$ cat config.mk
export PLATFORM = sky130hd
export DESIGN_NAME = dual_fnv_range_digest_top
export DESIGN_NICKNAME = d
export VERILOG_FILES = /design/src/rtl/core/dfrd_pkg.sv /design/src/rtl/core/dfrd_mul.sv /design/src/rtl/core/dfrd_lane.sv /design/src/rtl/core/dual_fnv_range_digest_top.sv
export SDC_FILE = /design/constraint.sdc
export NUM_CORES = 2
export LEC_CHECK = 0
export BUFFER_PORTS_ARGS = -buffer_cell sky130_fd_sc_hd__buf_2
export CAP_MARGIN = 25
export CORE_UTILIZATION = 40
export DETAILED_ROUTE_END_ITERATION = 12
export MAX_ROUTING_LAYER = met4
export SYNTH_ARGS = -nofsm -noshare
export SYNTH_HDL_FRONTEND = slang
export SYNTH_SLANG_ARGS = --single-unit
$ cat constraint.sdc
create_clock -name clk_i -period 15.6 [get_ports clk_i]
set_input_delay 0 -clock clk_i [delete_from_list [all_inputs] [get_ports clk_i]]
set_output_delay 0 -clock clk_i [all_outputs]
set_load 0.01 [all_outputs]
$ cat src/rtl/core/dfrd_pkg.sv
package dfrd_pkg;

  // Hash word and serial digit geometry
  localparam int unsigned HASH_W     = 64;
  localparam int unsigned DIGIT_W    = 8;
  localparam int unsigned NUM_DIGITS = HASH_W / DIGIT_W;
  localparam int unsigned CNT_W      = $clog2(NUM_DIGITS);
  localparam int unsigned BYTE_W     = 8;
  localparam int unsigned MIX_SHIFT  = 31;

  // Initial values and multipliers of the two chained hashes
  localparam logic [HASH_W-1:0] FIRST_INIT  = 64'hCBF29CE484222325;
  localparam logic [HASH_W-1:0] SECOND_INIT = 64'h9E3779B97F4A7C15;
  localparam logic [HASH_W-1:0] FIRST_MUL   = 64'h00000100000001B3;
  localparam logic [HASH_W-1:0] SECOND_MUL  = 64'hBF58476D1CE4E5B9;
  localparam logic [BYTE_W-1:0] SKIP_RESET  = 8'd16;

  // Which constant the serial multiplier works with
  typedef enum logic {
    MUL_FIRST  = 1'b0,
    MUL_SECOND = 1'b1
  } mul_sel_e;

  // Input transaction
  typedef struct packed {
    logic [BYTE_W-1:0] data_byte;
    logic              last_byte;
  } in_item_t;

  // Output transaction
  typedef struct packed {
    logic [HASH_W-1:0] full_first_hash;
    logic [HASH_W-1:0] full_second_hash;
    logic [HASH_W-1:0] tail_first_hash;
    logic [HASH_W-1:0] tail_second_hash;
  } out_item_t;

  // Control from the top level to one hash lane
  typedef struct packed {
    logic              start;
    logic              absorb;
    logic              clear;
    logic [BYTE_W-1:0] data;
  } lane_req_t;

endpackage

$ cat src/rtl/core/dfrd_mul.sv
// Digit-serial multiplier modulo 2^64 by one of two fixed constants.
// One 8-bit digit of the constant per cycle; the operand shifts left.
module dfrd_mul (
  input  logic                          clk_i,
  input  logic                          rst_ni,
  input  logic                          start_i,
  input  dfrd_pkg::mul_sel_e            sel_i,
  input  logic [dfrd_pkg::HASH_W-1:0]   opnd_i,
  output logic                          done_o,
  output logic [dfrd_pkg::HASH_W-1:0]   prod_o
);

  logic                                         run_q;
  logic                                         done_q;
  logic [dfrd_pkg::CNT_W-1:0]                   cnt_q;
  logic [dfrd_pkg::HASH_W-1:0]                  a_sh_q;
  logic [dfrd_pkg::HASH_W-1:0]                  c_sh_q;
  logic [dfrd_pkg::HASH_W-1:0]                  acc_q;
  logic [dfrd_pkg::HASH_W+dfrd_pkg::DIGIT_W-1:0] part;
  logic                                         last_digit;

  // Partial product of the operand and the current constant digit
  assign part       = a_sh_q * c_sh_q[dfrd_pkg::DIGIT_W-1:0];
  assign last_digit = (cnt_q == dfrd_pkg::CNT_W'(dfrd_pkg::NUM_DIGITS - 1));

  // Sequencing
  always_ff @(posedge clk_i or negedge rst_ni) begin
    if (!rst_ni) begin
      run_q  <= 1'b0;
      done_q <= 1'b0;
      cnt_q  <= '0;
    end else begin
      done_q <= 1'b0;
      if (start_i) begin
        run_q <= 1'b1;
        cnt_q <= '0;
      end else if (run_q) begin
        cnt_q <= cnt_q + 1'b1;
        if (last_digit) begin
          run_q  <= 1'b0;
          done_q <= 1'b1;
        end
      end
    end
  end

  // Shift registers and accumulator
  always_ff @(posedge clk_i) begin
    if (start_i) begin
      a_sh_q <= opnd_i;
      c_sh_q <= (sel_i == dfrd_pkg::MUL_FIRST) ? dfrd_pkg::FIRST_MUL : dfrd_pkg::SECOND_MUL;
      acc_q  <= '0;
    end else if (run_q) begin
      acc_q  <= acc_q + part[dfrd_pkg::HASH_W-1:0];
      a_sh_q <= a_sh_q << dfrd_pkg::DIGIT_W;
      c_sh_q <= c_sh_q >> dfrd_pkg::DIGIT_W;
    end
  end

  assign done_o = done_q;
  assign prod_o = acc_q;

endmodule

$ cat src/rtl/core/dfrd_lane.sv
// One hash pair: FNV-1a step, then the chained mixer step, on a shared
// serial multiplier.
module dfrd_lane (
  input  logic                          clk_i,
  input  logic                          rst_ni,
  input  dfrd_pkg::lane_req_t           req_i,
  output logic                          done_o,
  output logic [dfrd_pkg::HASH_W-1:0]   first_o,
  output logic [dfrd_pkg::HASH_W-1:0]   second_o
);

  typedef enum logic [2:0] {
    LN_IDLE   = 3'b001,
    LN_FIRST  = 3'b010,
    LN_SECOND = 3'b100
  } lane_state_e;

  lane_state_e                     st_q, st_d;
  logic [dfrd_pkg::HASH_W-1:0]     h0_q, h1_q;
  logic [dfrd_pkg::BYTE_W-1:0]     b_q;
  logic                            absorb_q;
  logic                            done_q;

  logic                            mul_start;
  dfrd_pkg::mul_sel_e              mul_sel;
  logic [dfrd_pkg::HASH_W-1:0]     mul_opnd;
  logic                            mul_done;
  logic [dfrd_pkg::HASH_W-1:0]     mul_prod;

  // Next state
  always_comb begin
    st_d = st_q;
    case (st_q)
      LN_IDLE:   if (req_i.start) st_d = LN_FIRST;
      LN_FIRST:  if (mul_done)    st_d = LN_SECOND;
      LN_SECOND: if (mul_done)    st_d = LN_IDLE;
      default:   st_d = LN_IDLE;
    endcase
  end

  // Multiplier operand: h0 ^ b first, then h1 + ((a >> 31) ^ b)
  always_comb begin
    mul_start = 1'b0;
    mul_sel   = dfrd_pkg::MUL_FIRST;
    mul_opnd  = h0_q ^ dfrd_pkg::HASH_W'(req_i.data);
    if (st_q == LN_IDLE) begin
      mul_start = req_i.start;
    end else if (st_q == LN_FIRST) begin
      mul_start = mul_done;
      mul_sel   = dfrd_pkg::MUL_SECOND;
      mul_opnd  = h1_q + ((mul_prod >> dfrd_pkg::MIX_SHIFT) ^ dfrd_pkg::HASH_W'(b_q));
    end
  end

  // State, hashes and completion pulse
  always_ff @(posedge clk_i or negedge rst_ni) begin
    if (!rst_ni) begin
      st_q   <= LN_IDLE;
      done_q <= 1'b0;
      h0_q   <= dfrd_pkg::FIRST_INIT;
      h1_q   <= dfrd_pkg::SECOND_INIT;
    end else begin
      st_q   <= st_d;
      done_q <= 1'b0;
      if (st_q == LN_IDLE && req_i.clear) begin
        h0_q <= dfrd_pkg::FIRST_INIT;
        h1_q <= dfrd_pkg::SECOND_INIT;
      end
      if (st_q == LN_FIRST && mul_done && absorb_q) begin
        h0_q <= mul_prod;
      end
      if (st_q == LN_SECOND && mul_done) begin
        done_q <= 1'b1;
        if (absorb_q) begin
          h1_q <= mul_prod;
        end
      end
    end
  end

  // Byte and absorb flag of the transaction in progress
  always_ff @(posedge clk_i) begin
    if (st_q == LN_IDLE && req_i.start) begin
      b_q      <= req_i.data;
      absorb_q <= req_i.absorb;
    end
  end

  dfrd_mul u_mul (
    .clk_i   (clk_i),
    .rst_ni  (rst_ni),
    .start_i (mul_start),
    .sel_i   (mul_sel),
    .opnd_i  (mul_opnd),
    .done_o  (mul_done),
    .prod_o  (mul_prod)
  );

  assign done_o   = done_q;
  assign first_o  = h0_q;
  assign second_o = h1_q;

endmodule

$ cat src/rtl/core/dual_fnv_range_digest_top.sv
// Each accepted byte runs two multiplies, the FNV-1a step and then the mixer
// step, one after the other on a serial 64x8 multiplier per hash pair; the next
// byte is taken only once both multiplies of the current byte are done.
// The output register lets the next byte be taken while a result waits.
// Reset (asynchronous, active low): hashes to their initial values, byte count
// to zero, skip count to 16, no result pending.
module dual_fnv_range_digest_top (
  input  logic                          clk_i,
  input  logic                          rst_ni,
  input  logic                          in_valid_i,
  output logic                          in_ready_o,
  input  dfrd_pkg::in_item_t            in_item_i,
  output logic                          out_valid_o,
  input  logic                          out_ready_i,
  output dfrd_pkg::out_item_t           out_item_o,
  input  logic                          cfg_we_i,
  input  logic [dfrd_pkg::BYTE_W-1:0]   cfg_wdata_i
);

  typedef enum logic [2:0] {
    TS_IDLE = 3'b001,
    TS_BUSY = 3'b010,
    TS_HOLD = 3'b100
  } top_state_e;

  top_state_e                    st_q, st_d;
  logic [dfrd_pkg::BYTE_W-1:0]   skip_q;
  logic [dfrd_pkg::BYTE_W-1:0]   seen_q;
  logic                          last_q;
  logic                          out_valid_q;
  dfrd_pkg::out_item_t           out_q;

  logic                          in_acc;
  logic                          out_acc;
  logic                          skipping;
  logic                          capture;
  dfrd_pkg::lane_req_t           full_req, tail_req;
  logic                          full_done, tail_done;
  logic [dfrd_pkg::HASH_W-1:0]   full_first, full_second;
  logic [dfrd_pkg::HASH_W-1:0]   tail_first, tail_second;

  assign in_ready_o = (st_q == TS_IDLE);
  assign in_acc     = in_valid_i & in_ready_o;
  assign out_acc    = out_valid_q & out_ready_i;
  assign skipping   = (seen_q < skip_q);

  // Result capture into the output register, once it is free
  always_comb begin
    st_d    = st_q;
    capture = 1'b0;
    case (st_q)
      TS_IDLE: if (in_acc) st_d = TS_BUSY;
      TS_BUSY: begin
        if (full_done) begin
          if (!last_q) begin
            st_d = TS_IDLE;
          end else if (!out_valid_q || out_ready_i) begin
            capture = 1'b1;
            st_d    = TS_IDLE;
          end else begin
            st_d = TS_HOLD;
          end
        end
      end
      TS_HOLD: begin
        if (out_ready_i) begin
          capture = 1'b1;
          st_d    = TS_IDLE;
        end
      end
      default: st_d = TS_IDLE;
    endcase
  end

  // Lane requests; the lanes are cleared on the capture cycle itself
  always_comb begin
    full_req.start  = in_acc;
    full_req.absorb = 1'b1;
    full_req.clear  = 1'b0;
    full_req.data   = in_item_i.data_byte;
    tail_req.start  = in_acc;
    tail_req.absorb = ~skipping;
    tail_req.clear  = 1'b0;
    tail_req.data   = in_item_i.data_byte;
  end

  // Control registers
  always_ff @(posedge clk_i or negedge rst_ni) begin
    if (!rst_ni) begin
      st_q        <= TS_IDLE;
      skip_q      <= dfrd_pkg::SKIP_RESET;
      seen_q      <= '0;
      last_q      <= 1'b0;
      out_valid_q <= 1'b0;
    end else begin
      st_q    <= st_d;
      if (cfg_we_i) begin
        skip_q <= cfg_wdata_i;
      end
      if (in_acc) begin
        last_q <= in_item_i.last_byte;
        if (in_item_i.last_byte) begin
          seen_q <= '0;
        end else if (skipping) begin
          seen_q <= seen_q + 1'b1;
        end
      end
      if (capture) begin
        out_valid_q <= 1'b1;
      end else if (out_acc) begin
        out_valid_q <= 1'b0;
      end
    end
  end

  // Output payload
  always_ff @(posedge clk_i) begin
    if (capture) begin
      out_q.full_first_hash  <= full_first;
      out_q.full_second_hash <= full_second;
      out_q.tail_first_hash  <= tail_first;
      out_q.tail_second_hash <= tail_second;
    end
  end

  dfrd_pkg::lane_req_t full_req_c, tail_req_c;

  // Clear rides on the request at capture, while the lanes idle; the hashes
  // are read into the output register at the same edge
  always_comb begin
    full_req_c       = full_req;
    tail_req_c       = tail_req;
    full_req_c.clear = capture;
    tail_req_c.clear = capture;
  end

  dfrd_lane u_full (
    .clk_i    (clk_i),
    .rst_ni   (rst_ni),
    .req_i    (full_req_c),
    .done_o   (full_done),
    .first_o  (full_first),
    .second_o (full_second)
  );

  dfrd_lane u_tail (
    .clk_i    (clk_i),
    .rst_ni   (rst_ni),
    .req_i    (tail_req_c),
    .done_o   (tail_done),
    .first_o  (tail_first),
    .second_o (tail_second)
  );

  assign out_valid_o = out_valid_q;
  assign out_item_o  = out_q;

  // The two lanes run in lock step
  assert property (@(posedge clk_i) disable iff (!rst_ni) full_done == tail_done)
    else $error("hash lanes out of step");

  // Lane completion is only seen while a transaction is in progress
  assert property (@(posedge clk_i) disable iff (!rst_ni) full_done |-> st_q == TS_BUSY)
    else $error("lane completion outside busy state");

  // Waiting for the output register implies it is occupied
  assert property (@(posedge clk_i) disable iff (!rst_ni) st_q == TS_HOLD |-> out_valid_q)
    else $error("holding result with free output register");

  // A skipped non-final byte advances the byte count by one
  assert property (@(posedge clk_i) disable iff (!rst_ni)
    in_acc && !in_item_i.last_byte && skipping |=> seen_q == $past(seen_q) + 1'b1)
    else $error("byte count did not advance");

  // A result is captured, and the lanes cleared, only while no byte can be taken
  assert property (@(posedge clk_i) disable iff (!rst_ni) capture |-> !in_ready_o)
    else $error("clear overlaps a new byte");

endmodule
-- Word-level counts from Yosys, hierarchy flattened
Cells that the tools add are included.
- add/subtract/negate cells: 7
- multiply operators: 2
- order comparisons: 1
- equal/unequal tests: 20
- mux-type cells: 69
- bitwise operators: 7
- reductions and logical operators: 22
- operators by type and width (cell ; number):
    $mux 64 ; 23
    $add 64x64->64 ; 4
    $mul 64x8->64 ; 2
    $xor 64x8->64 ; 2
    $xor 33x8->33 ; 2
    $mux 3 ; 13
    $mux 1 ; 27
    $pmux 3 s3 ; 3
    $mux 8 ; 2
    $eq 3x3->1 const B ; 5
    $ne 2x2->1 const B ; 7
    $reduce_bool 2->1 ; 7
    $eq 3x1->1 const B ; 3
    $eq 3x2->1 const B ; 3
    $logic_and 1x1->1 ; 9
    $reduce_and 3->1 ; 3
    $add 8x1->8 const B ; 1
    $lt 8x8->1 ; 1
    $add 3x1->3 const B ; 2
    $ne 2x1->1 const B ; 2
    $and 1x1->1 ; 2
    $pmux 1 s2 ; 1
    $reduce_and 2->1 ; 1
    $logic_not 1->1 ; 1
    other kinds (2) ; 2
- register bits after elaboration: 951
- bits of input ports: 22
- output and inout port bits: 258
- word-level logic and storage cells: 159

-- Depth between registers and ports, before layout
- word-level depth: 10
- gate-level depth with buffers: 23
- gate-level depth less buffers: 21

-- Hierarchy
Synthesis repeated with hierarchy kept, for this count alone.
- cells, all modules: 7603
- area total of the unflattened synthesis: 73804.5 µm²
- modules (own cells, without submodules) (module ; times used ; cells an instance ; area each (µm²)):
    dfrd_mul at u_full.u_mul ; 1 ; 2431 ; 23396.2
    dfrd_mul at u_tail.u_mul ; 1 ; 2411 ; 23212.3
    dfrd_lane ; 2 ; 1178 ; 9100.0
    dual_fnv_range_digest_top ; 1 ; 405 ; 8996.1

-- Least setup slack after synthesis
No wires, ideal clock.
- path type: flip-flop to flip-flop
- start: register out_valid_q (netlist: out_valid_o)
- end: register u_full.h0_q (netlist bit u_full.first_o[21])
- setup time: 0.073 ns
- arrival: 13.395 ns
- required time: 15.527 ns
- slack: 2.132 ns
- stages on the path, launching flop included: 10
- buffers on the path: 1
- path through: dfrtp_1 -> nor2b_1 -> nor3_1 -> a31oi_1 -> nor2_1 -> nand2_1 -> a21oi_1 -> clkbuf_1 -> nor2_1 -> a21oi_1
- word-level cells in the longest chain between the ends: 8
- RTL lines (element ; line ; text):
    from (decl) ; dual_fnv_range_digest_top.sv:30 ; logic out_valid_q;
    from (signal assigned) ; dual_fnv_range_digest_top.sv:94 ; out_valid_q <= 1'b0;
    from (signal assigned) ; dual_fnv_range_digest_top.sv:109 ; out_valid_q <= 1'b1;
    from (signal assigned) ; dual_fnv_range_digest_top.sv:111 ; out_valid_q <= 1'b0;
    $logic_not 1->1 ; dual_fnv_range_digest_top.sv:57 ; end else if (!out_valid_q || out_ready_i) begin
    $logic_or 1x1->1 ; dual_fnv_range_digest_top.sv:57 ;
    $mux 1 ; dual_fnv_range_digest_top.sv:57 ;
    $mux 1 ; dual_fnv_range_digest_top.sv:55 ; if (!last_q) begin
    $mux 1 ; dual_fnv_range_digest_top.sv:54 ; if (full_done) begin
    $pmux 1 s2 ; dual_fnv_range_digest_top.sv:51 ; case (st_q)
    via capture ; dual_fnv_range_digest_top.sv:36 ; logic capture;
    $logic_and 1x1->1 ; dfrd_lane.sv:65 ; if (st_q == LN_IDLE && req_i.clear) begin
    $reduce_bool 2->1 (no line) ; -- ;
    to (signal assigned) ; dfrd_lane.sv:60 ; h0_q <= dfrd_pkg::FIRST_INIT;
    to (signal assigned) ; dfrd_lane.sv:66 ; h0_q <= dfrd_pkg::FIRST_INIT;
    to (signal assigned) ; dfrd_lane.sv:70 ; h0_q <= mul_prod;
    to (decl) ; dfrd_lane.sv:19 ; logic [dfrd_pkg::HASH_W-1:0] h0_q, h1_q;
The timed path passes the listed nets, and every way through them passes these cells.
A chain may end at the register's enable or synchronous reset.

-- Worst setup path in the final report
- start: register u_full.u_mul.c_sh_q[0] (netlist name)
- end: register u_full.u_mul.acc_q (netlist bit u_full.u_mul.prod_o[49])
- word-level cells in the longest chain between the ends: 2
- RTL lines (element ; line ; text):
    from (decl) ; dfrd_mul.sv:17 ; logic [dfrd_pkg::HASH_W-1:0] c_sh_q;
    from (signal assigned) ; dfrd_mul.sv:51 ; c_sh_q <= (sel_i == dfrd_pkg::MUL_FIRST) ? dfrd_pkg::FIRST_MUL : dfrd_pkg::SECOND_MUL;
    from (signal assigned) ; dfrd_mul.sv:56 ; c_sh_q <= c_sh_q >> dfrd_pkg::DIGIT_W;
    $mul 64x8->64 ; dfrd_mul.sv:23 ; assign part = a_sh_q * c_sh_q[dfrd_pkg::DIGIT_W-1:0];
    $add 64x64->64 ; dfrd_mul.sv:54 ; acc_q <= acc_q + part[dfrd_pkg::HASH_W-1:0];
    to (signal assigned) ; dfrd_mul.sv:54 ;
    to (decl) ; dfrd_mul.sv:18 ; logic [dfrd_pkg::HASH_W-1:0] acc_q;
No other way between the ends.

==> metrics.md <==
| Metric | Value |
|---|---|
| Drt wl/cell | `24.2 um` |
| FF-to-FF End | `u_full.u_mul.prod_o[49]$_SDFFE_PP0P_` |
| Slowest cell on crit path | `edfxtp_1` |
| Slew HR | `28.9%` |
| Critical R2R Launch | `u_full.u_mul.c_sh_q[0]$_SDFFCE_PP1P_` |
| Placed wire-length estimate | `167 mm` |
| Most frequent cells in the layout | `inv_1, fa_1, and2_1, nand2_1, edfxtp_1` |
| Syn nets | `8031` |
| Final Hold Fails | `0` |
| Total Wirelength | `232 mm` |
| Max-Cap Viols | `0` |
| Crit end category | `flop` |
| R2r setup slk | `8.48 ns` |
| Via/cell ratio | `5.51` |
| Antenna violations before repair | `4` |
| Die W | `422 um` |
| Largest net degree at the start of global routing | `93` |
| CTS max path bufs | `3` |
| Synthesis-stage register bit count | `917` |
| Core box area | `174000 sq um` |
| Status | `complete, no violations` |
| Num CTS Buffers | `107` |
| FILL cells | `16500` |
| Ys Warns | `0` |
| Post-synth EDFFs | `495` |
| Most frequent CP cell | `fa_1` |
| Final number of setup-violating endpoints | `0` |
| Crit path time final | `7.12 ns` |
| Worst-skew pair later-pin latency | `0.78 ns` |
| Global-route wire length before repair | `352 mm` |
| Cell area after synthesis | `70400 sq um` |
| Critical-path cell list | `buf_4, nand2_1, fa_1, inv_1, fa_1, fa_1, inv_1, fa_1, inv_1, ha_1, nand2_1, or4_1, or4_1, a21oi_2, o21ai_0, o21ai_1, a31oi_1, or3_1, o211ai_1` |
| RSZ-0062 raised after global routing | `false` |
| I/O pin count | `280` |
| Setup Buffers After CTS | `0` |
| Total GRT Usage | `27.0%` |
| Routability cong. | `0.953` |
| CTS resizes | `0` |
| Final ANT Viol Nets | `0` |
| Port Buffer Count | `279` |
| Full die area | `178000 sq um` |
| Least-Margin Pin Slew | `1.06 ns` |
| Via count | `52900` |
| Mean Syn Cell Area | `10.1 sq um` |
| Residual DRC | `0` |
| Syn Inst Count | `6963` |
| Layout cells sized above 1 | `10.1%` |
| Fmax | `141 MHz` |
| WS Path Type | `flop to flop` |
| Initial core utilization | `40.4%` |
| Crit start category | `flop` |
| Vias in the first global route | `54800` |
| Die H | `422 um` |
| Ys flop type | `edfxtp_1` |
| Synth unique cells | `87` |
| Post-synthesis sequential area ratio | `35.4%` |
| TritonRoute pass-1 iters | `5` |
| GRT overflow | `0` |
| Clk sinks | `917` |
| Rows | `153` |
| Worst Skew | `0.0605 ns` |
| TritonCTS clock tree | `yes` |
| Iter 0 DRT Violations | `4413` |
| Clk slew on worst S/H paths | `0.07 ns` |
| Syn-to-layout area delta | `11.3%` |
| Sum Neg Setup Slack | `0 ns` |
| CP peak stage delay | `1.01 ns` |
| Cells on worst reg2reg path | `19` |
| Fin crit share | `45.6%` |
| Clock root cell | `clkbuf_16` |
| H-Tree Depth | `3` |
| WP data arrival | `7.77 ns` |
| Count of pins over their slew limit | `0` |
| Hold crit path type | `input pin to asynchronous set/reset pin` |
| Worst Path Max Fanout | `42` |
| Nets | `8238` |
| Worst Path Required | `16.26 ns` |
| Fraction of registers with async set or reset after synthesis | `32.1%` |
| Commonest non-fill, non-tap cell in the layout | `inv_1` |
## critical path, delay by kind of cell, from the launching register on
kind | cells | cell delay [ns]
buffers and inverters | 4 | 0.77
DFF | 1 | 1.01
adders and majority gates | 5 | 2.46
AOI/OAI and AO/OA | 5 | 1.09
and+or+nand+nor | 5 | 1.68
## flip-flops by register name, summed over array words and instances, names as in the netlist, 3 cells and up
| name | cells |
|---|---|
| u_full.u_mul.a_sh_q | 64 |
| u_tail.second_o | 64 |
| u_tail.b_q | 8 |
| u_tail.u_mul.cnt_q | 3 |
| u_full.b_q | 8 |
| u_tail.first_o | 64 |
| u_tail.st_q | 3 |
| skip_q | 8 |
| u_full.u_mul.prod_o | 64 |
| u_full.first_o | 64 |
| u_full.second_o | 64 |
| seen_q | 8 |
| u_full.st_q | 3 |
| st_q | 3 |
| u_tail.u_mul.a_sh_q | 64 |
| u_full.u_mul.c_sh_q | 47 |
| u_full.u_mul.cnt_q | 3 |
| out_item_o | 256 |
| u_tail.u_mul.c_sh_q | 47 |
| u_tail.u_mul.prod_o | 64 |
## cells in the mapped netlist, types with 23 or more instances
cell type | number | area share, %
inv_1 | 1000 | 5.3
fa_1 | 822 | 23
and2_1 | 703 | 6.2
nand2_1 | 689 | 3.7
edfxtp_1 | 495 | 21
a21oi_1 | 393 | 2.8
o21ai_0 | 354 | 2.5
nor2_1 | 346 | 1.8
clkbuf_1 | 270 | 1.4
ha_1 | 224 | 4.0
dfrtp_1 | 158 | 5.6
xnor2_1 | 150 | 1.9
dfstp_2 | 136 | 5.1
dfxtp_1 | 128 | 3.6
xor2_1 | 111 | 1.4
a21o_1 | 102 | 1.1
a22oi_1 | 90 | 0.96
mux2i_1 | 80 | 1.1
nand3_1 | 75 | 0.53
and3_1 | 68 | 0.60
a211oi_1 | 43 | 0.46
nand4_1 | 38 | 0.34
o22ai_1 | 35 | 0.31
o21bai_1 | 33 | 0.35
or3_1 | 28 | 0.25
nor3_1 | 27 | 0.19
nand2b_1 | 24 | 0.21
nor2b_1 | 24 | 0.21
a31oi_1 | 23 | 0.20
## cell type report
class                           count  area [sq um]  share of cell area [%]
Antenna cell                        5          12.5                  0.0160
Clock buffer                      137          2930                    3.74
Clock inverter                     66           696                   0.887
Inverter                         1005          3780                    4.82
Multi-Input combinational cell   4747         40700                    51.9
Sequential cell                   917         25000                    31.8
Tap cell                         2325          2910                    3.71
Timing Repair Buffer              392          2410                    3.07
## timing repair
action,4_1_cts,5_1_grt
endpoints found under the hold margin,159,0
hold buffers,43,0
setup endpoints to repair,0,0
## cells by family after synthesis
group / count (synthesis) / share of synthesized area [%]
and+or+nand+nor: 2102 / 15.0
buffers and inverters: 1299 / 6.93
AOI/OAI and AO/OA: 1253 / 10.9
adders and majority gates: 1046 / 27.3
DFF: 917 / 35.4
xor gates and xnor gates: 261 / 3.25
muxes: 85 / 1.22
## routing by layer
metal,global-route usage (%),vias up,routed length (um)
met2,43.8,2053,112000
met5,-,-,0
met1,33.4,27200,93200
met4,12.7,0,12600
met3,3.51,470,14200
li1,-,23100,-
## worst max-delay path by stage
stage                                    startpoint                                    to  cells past startpoint
2_1_floorplan               out_valid_o$_DFFE_PN0P_        u_full.first_o[21]$_DFFE_PN1P_                      9
5_1_grt        u_full.u_mul.c_sh_q[0]$_SDFFCE_PP1P_  u_full.u_mul.prod_o[54]$_SDFFE_PP0P_                     19
4_1_cts        u_full.u_mul.c_sh_q[0]$_SDFFCE_PP1P_  u_full.u_mul.prod_o[49]$_SDFFE_PP0P_                     19
6_report       u_full.u_mul.c_sh_q[0]$_SDFFCE_PP1P_  u_full.u_mul.prod_o[49]$_SDFFE_PP0P_                     19
3_3_place_gp   u_full.u_mul.c_sh_q[0]$_SDFFCE_PP1P_  u_full.u_mul.prod_o[49]$_SDFFE_PP0P_                     19
3_5_place_dp   u_full.u_mul.c_sh_q[0]$_SDFFCE_PP1P_  u_full.u_mul.prod_o[49]$_SDFFE_PP0P_                     19
## metrics by stage
| stage | hold WS [ns] | utilization [%] | worst slack [ns] | instance area [sq um] | std cells |
|---|---|---|---|---|---|
| floorplan | -0.296 | - | 2.13 | 70400 | 6963 |
| global placement | 0.101 | 42.6 | 8.79 | 74300 | 9341 |
| detailed placement | 0.113 | 42.6 | 8.63 | 74300 | 9341 |
| CTS | 0.0785 | 44.9 | 8.58 | 78400 | 9587 |
| global route | 0.109 | 45.0 | 8.19 | 78400 | 9590 |
| finish | 0.126 | 45.0 | 8.48 | 78400 | 9594 |
Power is not shown: default switching activity piles up to over one toggle a cycle in this logic, so the estimate is an artifact.
